$ cat config.mk
export PLATFORM = sky130hd
export DESIGN_NAME = text_console_writer_flat
export DESIGN_NICKNAME = d
export VERILOG_FILES = /design/src/hdl/tcw_pkg.sv /design/src/hdl/tcw_if.sv /design/src/hdl/tcw_update.sv /design/src/hdl/tcw_emitter.sv /design/src/hdl/text_console_writer.sv /design/src/flat_wrapper.sv
export VERILOG_INCLUDE_DIRS = /design/src /design/src/hdl
export SDC_FILE = /design/constraint.sdc
export NUM_CORES = 1
export LEC_CHECK = 0
export ABC_AREA = 1
export BUFFER_PORTS_ARGS = -buffer_cell sky130_fd_sc_hd__buf_2
export CORE_UTILIZATION = 60
export CTS_CLUSTER_DIAMETER = 80
export CTS_CLUSTER_SIZE = 12
export DETAILED_ROUTE_END_ITERATION = 10
export GPL_TIMING_DRIVEN = 1
export PLACE_DENSITY = 0.77
export SLEW_MARGIN = 20
export SYNTH_ARGS = -nofsm -noshare
export SYNTH_HDL_FRONTEND = slang
export SYNTH_SLANG_ARGS = --single-unit
$ cat constraint.sdc
create_clock -name clock -period 14.87 [get_ports clock]
set_input_delay 0.7435 -clock clock [delete_from_list [all_inputs] [get_ports clock]]
set_output_delay 0.7435 -clock clock [all_outputs]
set_load 0.1 [all_outputs]
$ cat src/hdl/text_console_writer_defines.svh
// ----------------------------------------------------------------------------
// Text console writer assertion macros
// Shared concurrent assertion helpers. They compile to nothing in synthesis.
// ----------------------------------------------------------------------------
`ifndef TEXT_CONSOLE_WRITER_DEFINES_SVH
`define TEXT_CONSOLE_WRITER_DEFINES_SVH

`ifndef SYNTHESIS
// Same-cycle implication, checked at every rising clock edge outside reset.
`define TCW_ASSERT_IMPL(label, clk, rst, ante, cons) \
   label: assert property (@(posedge clk) disable iff (rst) (ante) |-> (cons)) \
      else $error("tcw assertion failed");
// Next-cycle implication, checked at every rising clock edge outside reset.
`define TCW_ASSERT_NEXT(label, clk, rst, ante, cons) \
   label: assert property (@(posedge clk) disable iff (rst) (ante) |=> (cons)) \
      else $error("tcw assertion failed");
`else
`define TCW_ASSERT_IMPL(label, clk, rst, ante, cons)
`define TCW_ASSERT_NEXT(label, clk, rst, ante, cons)
`endif

`endif

$ cat src/hdl/tcw_pkg.sv
// ----------------------------------------------------------------------------
// Text console writer package
// Field widths, command and character codes, CRTC register indexes and the
// descriptor that carries one command's writes to the output sequencer.
// ----------------------------------------------------------------------------
`timescale 1ns / 1ps

package tcw_pkg;

   // Default geometry of the console.
   localparam int DEF_ROW_CELLS    = 80;
   localparam int DEF_WINDOW_CELLS = 2000;

   // Field widths.
   localparam int FUNC_W   = 2;
   localparam int CHAR_W   = 8;
   localparam int OFFSET_W = 15;
   localparam int CELL_W   = 16;
   localparam int ORIGIN_W = 14;
   localparam int LIMIT_W  = 15;
   localparam int CSR_IDX_W  = 2;
   localparam int CSR_DATA_W = 15;

   // Command codes.
   localparam logic [FUNC_W-1:0] FUNC_PUT    = 2'd0;
   localparam logic [FUNC_W-1:0] FUNC_UP     = 2'd1;
   localparam logic [FUNC_W-1:0] FUNC_DOWN   = 2'd2;
   localparam logic [FUNC_W-1:0] FUNC_FLUSH  = 2'd3;

   // Special character codes.
   localparam logic [CHAR_W-1:0] CHAR_NUL       = 8'h00;
   localparam logic [CHAR_W-1:0] CHAR_BACKSPACE = 8'h08;
   localparam logic [CHAR_W-1:0] CHAR_NEWLINE   = 8'h0A;
   localparam logic [CHAR_W-1:0] CHAR_BLANK     = 8'h20;

   // CRTC register indexes.
   localparam logic [7:0] CRTC_CUR_HI   = 8'h0E;
   localparam logic [7:0] CRTC_CUR_LO   = 8'h0F;
   localparam logic [7:0] CRTC_START_HI = 8'h0C;
   localparam logic [7:0] CRTC_START_LO = 8'h0D;

   // Output kinds and CRTC port selects.
   localparam logic KIND_MEM  = 1'b0;
   localparam logic KIND_PORT = 1'b1;
   localparam logic PORT_INDEX = 1'b0;
   localparam logic PORT_DATA  = 1'b1;

   // Configuration register indexes.
   localparam logic [CSR_IDX_W-1:0] CSR_ORIGIN  = 2'd0;
   localparam logic [CSR_IDX_W-1:0] CSR_LIMIT   = 2'd1;
   localparam logic [CSR_IDX_W-1:0] CSR_ATTR    = 2'd2;
   localparam logic [CSR_IDX_W-1:0] CSR_CURRENT = 2'd3;

   // Reset values of the configuration registers.
   localparam logic [ORIGIN_W-1:0] RST_ORIGIN = 14'd0;
   localparam logic [LIMIT_W-1:0]  RST_LIMIT  = 15'd16384;
   localparam logic [7:0]          RST_ATTR   = 8'd7;

   // Writes caused by one command: an optional cell write (character and
   // attribute), then zero, one or two CRTC flushes of cursor and start.
   typedef struct packed {
      logic                has_mem;
      logic [13:0]         mem_cell;
      logic [CHAR_W-1:0]   mem_char;
      logic [7:0]          mem_attr;
      logic [1:0]          flush_cnt;
      logic [CELL_W-1:0]   cursor;
      logic [CELL_W-1:0]   window;
   } plan_type;

endpackage

$ cat src/hdl/tcw_if.sv
// ----------------------------------------------------------------------------
// Text console writer channels
// Valid/ready channels for commands and for memory and CRTC write words.
// ----------------------------------------------------------------------------
`timescale 1ns / 1ps

interface tcw_req_if;
   logic                          valid;
   logic                          ready;
   logic [tcw_pkg::FUNC_W-1:0]    func;
   logic [tcw_pkg::CHAR_W-1:0]    char_code;

   modport source (output valid, output func, output char_code, input ready);
   modport sink   (input valid, input func, input char_code, output ready);
endinterface

interface tcw_rsp_if;
   logic                          valid;
   logic                          ready;
   logic                          kind;
   logic [tcw_pkg::OFFSET_W-1:0]  mem_offset;
   logic                          port_sel;
   logic [7:0]                    data;
   logic                          last;

   modport source (output valid, output kind, output mem_offset, output port_sel,
                   output data, output last, input ready);
   modport sink   (input valid, input kind, input mem_offset, input port_sel,
                   input data, input last, output ready);
endinterface

$ cat src/hdl/tcw_update.sv
// ----------------------------------------------------------------------------
// Text console writer state update
// Applies one command to the cursor and window start and describes the
// memory and CRTC writes that the command causes.
// ----------------------------------------------------------------------------
`timescale 1ns / 1ps

module tcw_update #(
   parameter int ROW_CELLS    = tcw_pkg::DEF_ROW_CELLS,
   parameter int WINDOW_CELLS = tcw_pkg::DEF_WINDOW_CELLS
) (
   input  logic [tcw_pkg::FUNC_W-1:0]   func,
   input  logic [tcw_pkg::CHAR_W-1:0]   char_code,
   input  logic [tcw_pkg::CELL_W-1:0]   cursor,
   input  logic [tcw_pkg::CELL_W-1:0]   window,
   input  logic [tcw_pkg::ORIGIN_W-1:0] origin,
   input  logic [tcw_pkg::LIMIT_W-1:0]  limit,
   input  logic [7:0]                   attr,
   input  logic                         is_current,
   output logic [tcw_pkg::CELL_W-1:0]   cursor_next,
   output logic [tcw_pkg::CELL_W-1:0]   window_next,
   output tcw_pkg::plan_type            plan
);

   // Column by reciprocal multiplication: exact for every 16-bit operand.
   localparam int SHIFT = 16 + $clog2(ROW_CELLS);
   localparam longint unsigned RECIP =
      ((64'd1 << SHIFT) + 64'(ROW_CELLS) - 64'd1) / 64'(ROW_CELLS);
   localparam logic [16:0] RECIP17 = 17'(RECIP);
   localparam logic [15:0] ROW16   = 16'(ROW_CELLS);
   localparam logic [23:0] ROW24   = 24'(ROW_CELLS);
   localparam logic [17:0] ROW18   = 18'(ROW_CELLS);
   localparam logic [17:0] WIN18   = 18'(WINDOW_CELLS);

   logic [17:0] end18;
   logic [17:0] cursor18;
   logic [17:0] window18;
   logic [15:0] rel;
   logic [32:0] prod;
   logic [15:0] quot;
   logic [23:0] quot_row;
   logic [15:0] col;
   logic        nl_ok;
   logic        bs_ok;
   logic        ch_ok;
   logic        dn_ok;
   logic        up_ok;
   logic [15:0] cursor_put;
   logic        has_mem;
   logic [15:0] mem_cell;
   logic [7:0]  mem_char;
   logic        passed;
   logic [15:0] window_dn;
   logic [15:0] window_up;

   // Bounds of the console region, compared without wrap.
   assign end18    = 18'(origin) + 18'(limit);
   assign cursor18 = 18'(cursor);
   assign window18 = 18'(window);

   // Column of the cursor inside its row.
   assign rel      = cursor - 16'(origin);
   assign prod     = 33'(rel) * 33'(RECIP17);
   assign quot     = 16'(prod >> SHIFT);
   assign quot_row = 24'(quot) * ROW24;
   assign col      = rel - quot_row[15:0];

   assign nl_ok = (cursor18 + ROW18) < end18;
   assign bs_ok = cursor > 16'(origin);
   assign ch_ok = (cursor18 + 18'd1) < end18;
   assign dn_ok = (window18 + WIN18) < end18;
   assign up_ok = window > 16'(origin);

   assign window_dn = window + ROW16;
   assign window_up = window - ROW16;

   // Cursor step and cell write of a put command.
   always_comb begin
      cursor_put = cursor;
      has_mem    = 1'b0;
      mem_cell   = cursor;
      mem_char   = char_code;
      if (char_code == tcw_pkg::CHAR_NEWLINE) begin
         if (nl_ok) begin
            cursor_put = cursor + ROW16 - col;
         end
      end else if (char_code == tcw_pkg::CHAR_BACKSPACE) begin
         if (bs_ok) begin
            cursor_put = cursor - 16'd1;
            has_mem    = 1'b1;
            mem_cell   = cursor - 16'd1;
            mem_char   = tcw_pkg::CHAR_BLANK;
         end
      end else if (char_code != tcw_pkg::CHAR_NUL) begin
         if (ch_ok) begin
            cursor_put = cursor + 16'd1;
            has_mem    = 1'b1;
         end
      end
   end

   // Window passed after the put.
   assign passed = 18'(cursor_put) >= (window18 + WIN18);

   // Next state and the list of writes.
   always_comb begin
      cursor_next    = cursor;
      window_next    = window;
      plan.has_mem   = 1'b0;
      plan.mem_cell  = mem_cell[13:0];
      plan.mem_char  = mem_char;
      plan.mem_attr  = attr;
      plan.flush_cnt = 2'd0;
      case (func)
         tcw_pkg::FUNC_PUT: begin
            if (char_code != tcw_pkg::CHAR_NUL) begin
               cursor_next  = cursor_put;
               plan.has_mem = has_mem;
               if (passed && dn_ok) begin
                  window_next = window_dn;
               end
               if (is_current) begin
                  plan.flush_cnt = passed ? 2'd2 : 2'd1;
               end
            end
         end
         tcw_pkg::FUNC_UP: begin
            if (up_ok) begin
               window_next = window_up;
            end
            plan.flush_cnt = {1'b0, is_current};
         end
         tcw_pkg::FUNC_DOWN: begin
            if (dn_ok) begin
               window_next = window_dn;
            end
            plan.flush_cnt = {1'b0, is_current};
         end
         default: begin
            plan.flush_cnt = 2'd1;
         end
      endcase
      plan.cursor = cursor_next;
      plan.window = window_next;
   end

endmodule

$ cat src/hdl/tcw_emitter.sv
// ----------------------------------------------------------------------------
// Text console writer output sequencer
// Holds one command's write list, sending one word per cycle while ready is
// high: the cell writes first, then each CRTC flush as four index/data pairs.
// ----------------------------------------------------------------------------
`timescale 1ns / 1ps

module tcw_emitter (
   input  logic              clock,
   input  logic              reset,
   input  logic              load,
   input  tcw_pkg::plan_type plan,
   output logic              free,
   tcw_rsp_if.source         rsp_ch
);

   tcw_pkg::plan_type plan_ff;
   tcw_pkg::plan_type plan_in;
   logic              valid_ff;
   logic              valid_in;
   logic [4:0]        step_ff;
   logic [4:0]        step_in;
   logic [4:0]        total;
   logic              mem_phase;
   logic [4:0]        flush_step;
   logic [2:0]        word;
   logic              is_last;
   logic              fire;

   // Number of words in the held list.
   assign total = {plan_ff.flush_cnt, 3'b000} + {3'b000, plan_ff.has_mem, 1'b0};

   assign mem_phase  = plan_ff.has_mem && (step_ff[4:1] == 4'd0);
   assign flush_step = plan_ff.has_mem ? (step_ff - 5'd2) : step_ff;
   assign word       = flush_step[2:0];
   assign is_last    = step_ff == (total - 5'd1);

   assign fire = valid_ff && rsp_ch.ready;
   assign free = !valid_ff || (fire && is_last);

   // Word formatting.
   always_comb begin
      rsp_ch.valid      = valid_ff;
      rsp_ch.last       = is_last;
      rsp_ch.kind       = tcw_pkg::KIND_PORT;
      rsp_ch.mem_offset = '0;
      rsp_ch.port_sel   = word[0];
      rsp_ch.data       = '0;
      if (mem_phase) begin
         rsp_ch.kind       = tcw_pkg::KIND_MEM;
         rsp_ch.mem_offset = {plan_ff.mem_cell, step_ff[0]};
         rsp_ch.port_sel   = tcw_pkg::PORT_INDEX;
         rsp_ch.data       = step_ff[0] ? plan_ff.mem_attr : plan_ff.mem_char;
      end else begin
         case (word)
            3'd0: rsp_ch.data = tcw_pkg::CRTC_CUR_HI;
            3'd1: rsp_ch.data = plan_ff.cursor[15:8];
            3'd2: rsp_ch.data = tcw_pkg::CRTC_CUR_LO;
            3'd3: rsp_ch.data = plan_ff.cursor[7:0];
            3'd4: rsp_ch.data = tcw_pkg::CRTC_START_HI;
            3'd5: rsp_ch.data = plan_ff.window[15:8];
            3'd6: rsp_ch.data = tcw_pkg::CRTC_START_LO;
            default: rsp_ch.data = plan_ff.window[7:0];
         endcase
      end
   end

   // List register and word counter.
   always_comb begin
      plan_in  = plan_ff;
      valid_in = valid_ff;
      step_in  = step_ff;
      if (load) begin
         plan_in  = plan;
         valid_in = 1'b1;
         step_in  = 5'd0;
      end else if (fire && is_last) begin
         valid_in = 1'b0;
      end else if (fire) begin
         step_in = step_ff + 5'd1;
      end
   end

   always_ff @(posedge clock) begin
      if (reset) begin
         valid_ff <= 1'b0;
         step_ff  <= 5'd0;
      end else begin
         valid_ff <= valid_in;
         step_ff  <= step_in;
      end
   end

   always_ff @(posedge clock) begin
      plan_ff <= plan_in;
   end

endmodule

$ cat src/hdl/text_console_writer.sv
// ----------------------------------------------------------------------------
// Text console writer
// Text-mode console engine: cursor and window tracking with video memory
// and CRTC write generation.
// ----------------------------------------------------------------------------
// Usage:
// Commands arrive on req_ch (func, char_code) with a valid/ready handshake.
// Each command produces zero to eighteen words on rsp_ch: video memory byte
// writes (character then attribute) followed by CRTC index/data pairs for
// cursor and start address; last marks the final word of a command.
// The csr_ port writes origin, memory limit, attribute and current flag; it
// must be written only while the block is idle, which the block does not enforce.
// A command accepted into the input register is applied when the output
// sequencer is free, which loads the command's words into the sequencer.
// The output sequencer sends one word per cycle while the receiver is ready;
// a command with no words never occupies it. One command waits in the input
// register while the previous command's words drain.
// When the receiver stalls, the current word holds and req_ch.ready drops
// once the input register is also full.
// Reset clears cursor and window start to zero, loads the register defaults
// and empties both stages.
// ----------------------------------------------------------------------------
`timescale 1ns / 1ps
`include "text_console_writer_defines.svh"

module text_console_writer #(
   parameter int ROW_CELLS    = tcw_pkg::DEF_ROW_CELLS,
   parameter int WINDOW_CELLS = tcw_pkg::DEF_WINDOW_CELLS
) (
   input  logic                              clock,
   input  logic                              reset,
   tcw_req_if.sink                           req_ch,
   tcw_rsp_if.source                         rsp_ch,
   input  logic                              csr_wr_en,
   input  logic [tcw_pkg::CSR_IDX_W-1:0]     csr_index,
   input  logic [tcw_pkg::CSR_DATA_W-1:0]    csr_wdata
);

   logic [tcw_pkg::ORIGIN_W-1:0] origin_ff;
   logic [tcw_pkg::LIMIT_W-1:0]  limit_ff;
   logic [7:0]                   attr_ff;
   logic                         current_ff;

   logic                         s1_valid_ff;
   logic                         s1_valid_in;
   logic [tcw_pkg::FUNC_W-1:0]   s1_func_ff;
   logic [tcw_pkg::CHAR_W-1:0]   s1_char_ff;

   logic [tcw_pkg::CELL_W-1:0]   cursor_ff;
   logic [tcw_pkg::CELL_W-1:0]   cursor_in;
   logic [tcw_pkg::CELL_W-1:0]   window_ff;
   logic [tcw_pkg::CELL_W-1:0]   window_in;
   logic [tcw_pkg::CELL_W-1:0]   cursor_next;
   logic [tcw_pkg::CELL_W-1:0]   window_next;

   tcw_pkg::plan_type            plan;
   logic                         emit_free;
   logic                         s1_adv;
   logic                         plan_load;
   logic                         req_fire;

   // Configuration registers.
   always_ff @(posedge clock) begin
      if (reset) begin
         origin_ff  <= tcw_pkg::RST_ORIGIN;
         limit_ff   <= tcw_pkg::RST_LIMIT;
         attr_ff    <= tcw_pkg::RST_ATTR;
         current_ff <= 1'b1;
      end else if (csr_wr_en) begin
         case (csr_index)
            tcw_pkg::CSR_ORIGIN:  origin_ff  <= csr_wdata[tcw_pkg::ORIGIN_W-1:0];
            tcw_pkg::CSR_LIMIT:   limit_ff   <= csr_wdata[tcw_pkg::LIMIT_W-1:0];
            tcw_pkg::CSR_ATTR:    attr_ff    <= csr_wdata[7:0];
            tcw_pkg::CSR_CURRENT: current_ff <= csr_wdata[0];
            default: begin
            end
         endcase
      end
   end

   // Input register handshake.
   assign s1_adv        = s1_valid_ff && emit_free;
   assign req_ch.ready  = !s1_valid_ff || emit_free;
   assign req_fire      = req_ch.valid && req_ch.ready;
   assign plan_load     = s1_adv && (plan.has_mem || (plan.flush_cnt != 2'd0));

   always_comb begin
      s1_valid_in = s1_valid_ff;
      if (req_fire) begin
         s1_valid_in = 1'b1;
      end else if (s1_adv) begin
         s1_valid_in = 1'b0;
      end
   end

   always_ff @(posedge clock) begin
      if (reset) begin
         s1_valid_ff <= 1'b0;
      end else begin
         s1_valid_ff <= s1_valid_in;
      end
   end

   always_ff @(posedge clock) begin
      if (req_fire) begin
         s1_func_ff <= req_ch.func;
         s1_char_ff <= req_ch.char_code;
      end
   end

   // Console state update.
   tcw_update #(
      .ROW_CELLS    (ROW_CELLS),
      .WINDOW_CELLS (WINDOW_CELLS)
   ) u_update (
      .func        (s1_func_ff),
      .char_code   (s1_char_ff),
      .cursor      (cursor_ff),
      .window      (window_ff),
      .origin      (origin_ff),
      .limit       (limit_ff),
      .attr        (attr_ff),
      .is_current  (current_ff),
      .cursor_next (cursor_next),
      .window_next (window_next),
      .plan        (plan)
   );

   assign cursor_in = s1_adv ? cursor_next : cursor_ff;
   assign window_in = s1_adv ? window_next : window_ff;

   always_ff @(posedge clock) begin
      if (reset) begin
         cursor_ff <= '0;
         window_ff <= '0;
      end else begin
         cursor_ff <= cursor_in;
         window_ff <= window_in;
      end
   end

   // Output word sequencer.
   tcw_emitter u_emitter (
      .clock  (clock),
      .reset  (reset),
      .load   (plan_load),
      .plan   (plan),
      .free   (emit_free),
      .rsp_ch (rsp_ch)
   );

   // A stalled input side means both stages hold a command.
   `TCW_ASSERT_IMPL(a_stall_full, clock, reset, !req_ch.ready,
      s1_valid_ff && rsp_ch.valid)
   // The cursor moves only when a command is applied.
   `TCW_ASSERT_NEXT(a_cursor_hold, clock, reset, !s1_adv, $stable(cursor_ff))
   // A forced flush always produces words.
   `TCW_ASSERT_NEXT(a_flush_words, clock, reset,
      s1_adv && (s1_func_ff == tcw_pkg::FUNC_FLUSH), rsp_ch.valid)
   // A zero byte produces nothing.
   `TCW_ASSERT_NEXT(a_nul_silent, clock, reset,
      s1_adv && (s1_func_ff == tcw_pkg::FUNC_PUT) && (s1_char_ff == tcw_pkg::CHAR_NUL),
      !rsp_ch.valid)

endmodule

$ cat src/flat_wrapper.sv
// flat-port wrapper written by rule: the top's interface ports become plain ports
module text_console_writer_flat 
#(
   parameter int ROW_CELLS    = tcw_pkg::DEF_ROW_CELLS,
   parameter int WINDOW_CELLS = tcw_pkg::DEF_WINDOW_CELLS
)
  (clock, reset, csr_wr_en, csr_index, csr_wdata, req_ch_valid, req_ch_func, req_ch_char_code, req_ch_ready, rsp_ch_valid, rsp_ch_kind, rsp_ch_mem_offset, rsp_ch_port_sel, rsp_ch_data, rsp_ch_last, rsp_ch_ready);
  tcw_req_if req_ch_i ();
  tcw_rsp_if rsp_ch_i ();
  input  logic clock;
  input  logic reset;
  input  logic csr_wr_en;
  input  logic [tcw_pkg::CSR_IDX_W-1:0] csr_index;
  input  logic [tcw_pkg::CSR_DATA_W-1:0] csr_wdata;
  input wire logic [$bits(req_ch_i.valid)-1:0] req_ch_valid;
  input wire logic [$bits(req_ch_i.func)-1:0] req_ch_func;
  input wire logic [$bits(req_ch_i.char_code)-1:0] req_ch_char_code;
  output wire logic [$bits(req_ch_i.ready)-1:0] req_ch_ready;
  output wire logic [$bits(rsp_ch_i.valid)-1:0] rsp_ch_valid;
  output wire logic [$bits(rsp_ch_i.kind)-1:0] rsp_ch_kind;
  output wire logic [$bits(rsp_ch_i.mem_offset)-1:0] rsp_ch_mem_offset;
  output wire logic [$bits(rsp_ch_i.port_sel)-1:0] rsp_ch_port_sel;
  output wire logic [$bits(rsp_ch_i.data)-1:0] rsp_ch_data;
  output wire logic [$bits(rsp_ch_i.last)-1:0] rsp_ch_last;
  input wire logic [$bits(rsp_ch_i.ready)-1:0] rsp_ch_ready;
  assign req_ch_i.valid = req_ch_valid;
  assign req_ch_i.func = req_ch_func;
  assign req_ch_i.char_code = req_ch_char_code;
  assign req_ch_ready = req_ch_i.ready;
  assign rsp_ch_valid = rsp_ch_i.valid;
  assign rsp_ch_kind = rsp_ch_i.kind;
  assign rsp_ch_mem_offset = rsp_ch_i.mem_offset;
  assign rsp_ch_port_sel = rsp_ch_i.port_sel;
  assign rsp_ch_data = rsp_ch_i.data;
  assign rsp_ch_last = rsp_ch_i.last;
  assign rsp_ch_i.ready = rsp_ch_ready;
  text_console_writer #(.ROW_CELLS(ROW_CELLS), .WINDOW_CELLS(WINDOW_CELLS)) u_core (.clock(clock), .reset(reset), .req_ch(req_ch_i), .rsp_ch(rsp_ch_i), .csr_wr_en(csr_wr_en), .csr_index(csr_index), .csr_wdata(csr_wdata));
endmodule
==> flow_summary.yaml <==
worst_setup_path:
  cp_slowest_cell: "fa_1"
  worst_setup_path_start_kind: "register"
  r2r_end: "u_core.u_emitter.plan_ff[59]"
  cp-end-kind: "register"
  crit_start: "u_core.cursor_ff[0]"
  path_class: "reg2reg"
  r2r_start: "u_core.cursor_ff[0]"
  path_delay_family: "adder cells"
  worstPathArrival_ns: 14.06
  crit_buf_inv: 10
  reg2reg_setup_slack_ns: 0.94
  r2r_cells: 61
  crit_required_ns: 15.00
  worstPathMaxFanout: 41
  cpMostUsedCell: "ha_1"
  slowest_delay_ns: 0.54
yosys:
  syn-cell-area_mm2: 0.01791
  yosysTopAreaCell: "ha_1"
  yosysMostFrequentCell: "inv_1"
  netlist_instances: 2334
  synth_top_cell_area_share: 0.1991
  synth_nets: 2736
  syn_avg_cell_area_um2: 7.672
  ys_types: 67
  synth_flop_cell: "dfxtp_1"
  synthArstFlopShare: 0
  synth-seq-cells: 144
  yosysWarningCount: 0
  ys_seq_area_frac: 0.2007
  synthTopCellsByArea: "ha_1 (20%), edfxtp_1 (12%), fa_1 (9.5%)"
  synth_edf_count: 71
  ys_top_cells_by_count: "inv_1 (412), nand2_1 (362), ha_1 (285)"
min_path:
  hold_path.class: "reg2reg"
  worstHoldStart: "u_core.s1_char_ff[6]"
  min_to: "u_core.u_emitter.plan_ff[48]"
  min_path_cells: 0
clock_tree:
  numCtsBuffers: 17
  cts_htree_levels: 4
  clk_latency_ns: 0.45
  clockBufferDepth: 2
  cts_sinks: 144
  root_buffer: "clkbuf_16"
  tritoncts: "done"
  cts.clk_slew.worst_paths_ns: 0.07
floorplan:
  start_util: 0.6172
  pin_count: 60
  core_region_area_mm2: 0.02901
  placement_rows: 62
  die_width_um: 174.8
  chipHeight_um: 174.8
  dieArea_mm2: 0.03054
placed_design:
  place_congestion: 1.046
  place.detailed.hpwl_um: 44640
  dpl_cell_area_mm2: 0.01853
  io_buffer_count: 59
  dpl_worst_slack_ns: 0.5052
timing:
  skew_ns: 0.01390
  slew_headroom: 0.2856
  layout_setup_ws_ns: 0.9367
  finalSetupViolCount: 0
  min_period_over_period: 0.9370
  final.setup.tns_ns: 0
  hold_viol_final: 0
  worst_pin_slew_ns: 1.064
  fin_crit_ns: 13.93
  slew_viol_final: 0
  fmax_ghz: 0.07177
  grt_setup_unrepaired: "false"
finish:
  nets: 2771
  area_delta_synth_final_pct: 6.819
  fin_area_mm2: 0.01913
  fillers: 2565
  fin_util: 0.6593
  drive_gt1_frac: 0.09656
global_route:
  grt_pass1_wl_um: 84610
  grt_usage: 0.3639
  antenna_found_initial: 1
  grt_max_degree: 54
  gr-max-usage-layer: "met2"
  grt-ovfl-total: 0
  grtUsageMet1: 0.5044
  met2_usage: 0.5437
  met3_usage: 0.1114
  grt_pass1_vias: 15340
routing:
  drt-pass1-iter-count: 6
  wirelength_um: 54520
  route.detailed.drc: 0
  drtIter0Drc: 1632
  ant_nets: 0
  wl_per_cell_um: 19.70
  avgViaCountPerCell: 5.855
  via_count: 16200
outcome:
  status: "finished clean"
flow_run:
  cap_violations: 0
[layer usage]
| layer | part of all wire | up-vias |
|---|---|---|
| li1 | - | 7742 |
| met1 | 0.44 | 7516 |
| met2 | 0.41 | 816 |
| met3 | 0.12 | 124 |
| met4 | 0.030 | 2 |
| met5 | 0.00024 | - |
[timing repair]
item	4_1_cts	5_1_grt
resized for setup	0	7
hold buffers	0	0
buffers inserted	0	0
endpoints found under the setup margin	0	91
[cell usage in the layout, fill, tap and decap left out, types with 12 or more instances in the layout]
cell / count
nor2_2: 18
a21o_1: 14
ha_1: 285
dfxtp_1: 73
o21ai_0: 157
fa_1: 85
inv_2: 15
nor2_1: 156
xor2_1: 89
buf_4: 23
nand2_1: 362
nor3_1: 25
edfxtp_1: 71
buf_2: 59
nand3_1: 88
xnor2_1: 31
o21ai_1: 12
clkbuf_16: 17
nand4_1: 29
inv_1: 410
a21oi_1: 176
o211ai_1: 15
[kinds of logic (layout without fill, tap and decap cells)]
family                   after synthesis  after routing  synth area share
AND/OR/NAND/NOR                      745            745            0.1913
buffers and inverters                505            553            0.1119
AO/OA/AOI/OAI                        448            448            0.1423
adder cells (fa/ha/maj)              370            370            0.2942
flip-flops                           144            144            0.2007
XOR/XNOR                             122            122           0.05967
other                                  0              1                 0
[registers in the layout, summed over array words and instances (netlist names)]
register,count
u_core.attr_ff,8
u_core.current_ff,1
u_core.cursor_ff,16
u_core.limit_ff,15
u_core.origin_ff,14
u_core.s1_char_ff,8
u_core.s1_func_ff,2
u_core.s1_valid_ff,1
u_core.u_emitter.plan_ff,61
u_core.u_emitter.rsp_ch.valid,1
u_core.u_emitter.step_ff,5
u_core.window_ff,12
[cell type report]
class,count,area (um^2),area share
multi-input cells,1685,12340,0.6450
diodes,1,2.502,0.0001308
clock buffers,18,439.2,0.02296
repair buffers,83,488.0,0.02551
flip-flops and latches,144,3593,0.1879
inverters,438,1650,0.08628
well taps,384,480.5,0.02512
clock inverters,14,136.4,0.007130
[per-stage QoR]
| step | cells | hold slack (ns) |
|---|---|---|
| 4_1_cts | 2766 | 0.4570 |
| 3_5_place_dp | 2734 | 0.4381 |
| 2_1_floorplan | 2334 | 0.4030 |
| 6_report | 2767 | 0.4533 |
| 3_3_place_gp | 2734 | 0.4445 |
| 5_1_grt | 2766 | 0.4609 |
[worst max-delay path by stage]
stage	to	slack (ns)	cells past startpoint
global route	u_core.u_emitter.plan_ff[50]	0.002	61
finish	u_core.u_emitter.plan_ff[59]	0.94	61
floorplan	u_core.u_emitter.plan_ff[10]	1.75	63
CTS	u_core.u_emitter.plan_ff[47]	0.44	64
detailed placement	u_core.u_emitter.plan_ff[58]	0.51	64
global placement	u_core.u_emitter.plan_ff[58]	0.85	63
Power is not shown: default switching activity piles up to over one toggle a cycle in this logic, so the estimate is an artifact.
